--- src/rtl/bfea_pkg.sv ---
// shared types and constants for the best-fit extent allocator
// no dependencies; imported by bfea_round and best_fit_extent_allocator_unit
`timescale 1ns / 1ps

package bfea_pkg;

  localparam int DataW        = 32;
  localparam int ExtentsDef   = 64;
  localparam int PageBytesDef = 4096;

  typedef enum logic [1:0] {
    FUNC_ALLOC  = 2'd0,
    FUNC_FREE   = 2'd1,
    FUNC_SUPPLY = 2'd2,
    FUNC_RSVD   = 2'd3
  } func_e;

  typedef enum logic [1:0] {
    STATUS_OK    = 2'd0,
    STATUS_NOFIT = 2'd1,
    STATUS_FULL  = 2'd2,
    STATUS_FIXED = 2'd3
  } status_e;

  typedef enum logic [2:0] {
    ST_IDLE,
    ST_ROUND,
    ST_SCAN,
    ST_FINISH,
    ST_COMPACT,
    ST_RESP
  } state_e;

  typedef struct packed {
    func_e             func;
    logic [DataW-1:0]  req_addr;
    logic [DataW-1:0]  size_bytes;
  } req_t;

  typedef struct packed {
    logic [DataW-1:0]  grant_addr;
    status_e           status;
  } rsp_t;

  typedef struct packed {
    logic              start;
    logic [DataW-1:0]  value;
  } rnd_req_t;

  typedef struct packed {
    logic              done;
    logic [DataW-1:0]  rounded;
  } rnd_rsp_t;

endpackage

--- src/rtl/bfea_round.sv ---
// page rounding unit: rounds a byte count up to whole pages with an add and a mask
// depends on bfea_pkg; the page size must be a power of two, which the block does not check
`timescale 1ns / 1ps

module bfea_round
  import bfea_pkg::*;
#(
  parameter int PAGE_BYTES = PageBytesDef
) (
  input  logic     clk_i,
  input  logic     rst_ni,
  input  rnd_req_t req_i,
  output rnd_rsp_t rsp_o
);

  localparam logic [DataW-1:0] PageMask = DataW'(PAGE_BYTES - 1);

  logic [DataW-1:0] sum;
  logic [DataW-1:0] rounded_q;
  logic             done_q;

  // low bits below the page size hold the remainder; the add wraps at the data width
  assign sum = req_i.value + PageMask;

  always_ff @(posedge clk_i or negedge rst_ni) begin
    if (!rst_ni) begin
      done_q <= 1'b0;
    end else begin
      done_q <= req_i.start;
    end
  end

  always_ff @(posedge clk_i) begin
    if (req_i.start) rounded_q <= sum & ~PageMask;
  end

  // result and done are registered from the start pulse and show in the next cycle
  assign rsp_o.done    = done_q;
  assign rsp_o.rounded = rounded_q;

endmodule
--- config.mk ---
export PLATFORM = sky130hd
export DESIGN_NAME = bfea_round
export DESIGN_NICKNAME = d
export VERILOG_FILES = /design/src/rtl/bfea_pkg.sv /design/src/rtl/bfea_round.sv
export SDC_FILE = /design/constraint.sdc
export NUM_CORES = 1
export LEC_CHECK = 0
export ABC_AREA = 1
export BUFFER_PORTS_ARGS = -buffer_cell sky130_fd_sc_hd__buf_2
export CAP_MARGIN = 25
export CELL_PAD_IN_SITES_DETAIL_PLACEMENT = 1
export CELL_PAD_IN_SITES_GLOBAL_PLACEMENT = 1
export CORE_MARGIN = 2
export CORE_UTILIZATION = 35
export DETAILED_ROUTE_END_ITERATION = 8
export GPL_ROUTABILITY_DRIVEN = 0
export GPL_TIMING_DRIVEN = 1
export PLACE_DENSITY = 0.92
export SLEW_MARGIN = 10
export SYNTH_ARGS = -nofsm -noshare
export SYNTH_HDL_FRONTEND = slang
export SYNTH_SLANG_ARGS = --single-unit
--- constraint.sdc ---
create_clock -name clk_i -period 0.9 [get_ports clk_i]
set_input_delay 0.18 -clock clk_i [delete_from_list [all_inputs] [get_ports clk_i]]
set_output_delay 0.18 -clock clk_i [all_outputs]
set_load 0.005 [all_outputs]
==> flow_summary_export.csv <==
group,metric,value,unit
outcome,outcome,"finished, violations left",
outcome,violations,"setup timing",
grt,antenna_found_initial,0,
synthesis,synth_top_area_cell,"edfxtp_1",
clock_tree,cts_max_level,1,
route,totalWireLength,7.605,mm
grt,overflow,0,
timing,finalHoldViolCount,0,
finish,drive_gt1_share,55.84,%
route,firstDrtPassIters,4,
synthesis,ys_ff_latch,21,
timing,period_share,119.8,%
route,first_iter_violations,204,
synthesis,synthArstFlopShare,4.762,%
floorplan,dieWidth,71.14,um
timing,setup_viol,41,
timing,layout_setup_ws,-0.1779,ns
critical_path,critical_path_required,0.92,ns
clock_tree,cts_tree,"done",
synthesis,yosysSeqAreaShare,39.65,%
power_and_ir_drop,p_total,2694,uW
route,drc_errors,0,
finish,diodes,0,
synthesis,synthTopCellsByArea,"edfxtp_1, nand2_1, nor2_1",
place,dp_cells,348,
grt,grt_max_degree,22,
floorplan,die_y,71.14,um
clock_tree,clkTransAtPathRegs,0.09,ns
clock_tree,root_buffer,"clkbuf_8",
finish,areaGrowthSynthToFinish,74.54,%
route,wire_per_inst,21.13,um
floorplan,rows,24,
timing,hold_slack,0.1941,ns
critical_path,critPathKind,"primary input to flip-flop",
synthesis,synth_top_area_share,38.07,%
finish,fill_cells,502,
synthesis,ys.warnings.count,0,
route,postRouteAntennaNets,0,
synthesis,syn_area,1578,um2
timing,slew_viol_final,0,
finish,nNetsFinal,344,
timing,rsz0062_at_grt,"true",
finish,multi_input_area,1226,um2
synthesis,syn_inst,219,
route,vias_per_cell,5.406,
floorplan,core,4354,um2
floorplan,io_pins,68,
finish,fin_cells,360,
grt,grt_pass1_vias,1984,
route,num_vias,1946,
run,drv_cap,0,
clock_tree,clockBufferDepth,2,
min_path,min_path_type,"primary input to flip-flop",
grt,grt_pass1_wl,10.50,mm
place,hpwl,4.111,mm
power_and_ir_drop,power_density,978.2,nW/um2
timing,period_minus_slack,1.078,ns
critical_path,arrival,1.10,ns
clock_tree,clock_sinks,21,
power_and_ir_drop,leakage,0.001232,uW
place,portBuffers,55,
critical_path,crit_fanout,6,
floorplan,dieArea,5061,um2
finish,regArea,625.6,um2
clock_tree,numCtsBuffers,3,
synthesis,synth_top_flop_cell,"edfxtp_1",
timing,tns,-3.007,ns
power_and_ir_drop,peakVddDrop,477.9,uV
synthesis,synth-edff-count,20,
synthesis,syn_area_per_cell,7.204,um2
grt,grt.total_usage,27.24,%
timing,clock.fmax,0.9277,GHz
floorplan,start_util,36.24,%
critical_path,endpoint_kind,"flip-flop",
critical_path,crit_path_start_kind,"primary input",
synthesis,ys_types,22,
[power breakdown]
part	switching [uW]	leakage, uW	total, uW	internal (uW)
clock	361	0.0000255	671	310
combinational	462	0.000999	841	379
sequential	23.1	0.000207	1180	1160
total	846	0.00123	2690	1850
[path summary, 6_finish.rpt]
kind | from | to | slack (ns) | cells past startpoint
setup / recovery | req_i[5] | rounded_q[29] | -0.18 | 8
max in group asynchronous | rst_ni | done_q | 0.62 | 2
hold / removal | req_i[31] | rounded_q[31] | 0.19 | 3
min in group asynchronous | rst_ni | done_q | 0.20 | 2
[layout make-up]
cell class	count	share of cell area, %
Multi-Input combinational cell	180	44.53
Sequential cell	21	22.72
Timing Repair Buffer	87	26.35
Clock inverter	1	0.1817
Inverter	16	2.363
Tap cell	52	2.363
Clock buffer	3	1.499
[sequential cells by signal, indices dropped and copies added, names as in the netlist]
register	flops
done_q	1
rounded_q	20
[metrics by stage]
| stage | util (%) | worst slack, ns | cell area (um2) |
|---|---|---|---|
| floorplan | - | -0.1868 | 1783 |
| global placement | 50.95 | -0.3918 | 2218 |
| detailed placement | 50.95 | -0.5001 | 2218 |
| CTS | 59.17 | -0.1125 | 2576 |
| global route | 63.25 | -0.1974 | 2754 |
| finish | 63.25 | -0.1779 | 2754 |
[cell usage after synthesis, types with 2 or more instances]
cell type and number:
edfxtp_1 20, nand2_2 2, inv_1 15, nor2_2 8
nor2_4 3, xnor2_1 2, nand2_1 82, xor2_1 4
nor2_1 40, buf_4 13, nand3_1 10, nand4_1 5
nand3b_1 6
[critical path: stages]
cell and delay (ns):
buf_8 0.10, nor2_4 0.14, nand3_2 0.12, nor2_4 0.15, buf_6 0.12, nor2_4 0.05
nand3b_1 0.14, nand2_1 0.10
[routing by layer]
| metal | vias to the layer above | track usage, % | routed length, um |
|---|---|---|---|
| li1 | 857 | - | - |
| met3 | 27 | 3.134 | 492 |
| met5 | - | 0 | 0 |
| met4 | 0 | 12.58 | 277 |
| met1 | 947 | 32.12 | 2888 |
| met2 | 115 | 48.97 | 3946 |
[logic make-up (layout without fill, tap and decap cells)]
group	count (synthesis)	in the layout	share of synthesized area (%)
xor+xnor	6	6	3.331
buf+inv	29	107	9.991
simple gates	161	161	46.47
flops	21	21	39.65
other cells	1	12	0.2377
compound gates	1	1	0.3169
[cell usage in the layout (no fill, tap or decap), drive strengths merged]
cell type    netlist  final
a21oi              1      1
inv               15     15
dlygate4sd3        0      1
dfrtp              1      1
nand4              5      5
xor2               4      4
conb               1     12
xnor2              2      2
nor2              52     52
nor3               1      1
nand3b             6      6
and2               1      1
clkbuf             0      3
buf               13     86
edfxtp            20     20
nand3             11     11
nand2             85     85
clkinv             1      2
[what timing repair did]
item,4_1_cts,5_1_grt
pin swaps,37,33
hold buffers,1,0
gates cloned,0,0
buffers inserted,4,3
gates resized for setup,79,45
setup endpoints to repair,41,41
hold endpoints to repair,1,0
Note: power is estimated with default switching activity, not from simulation.
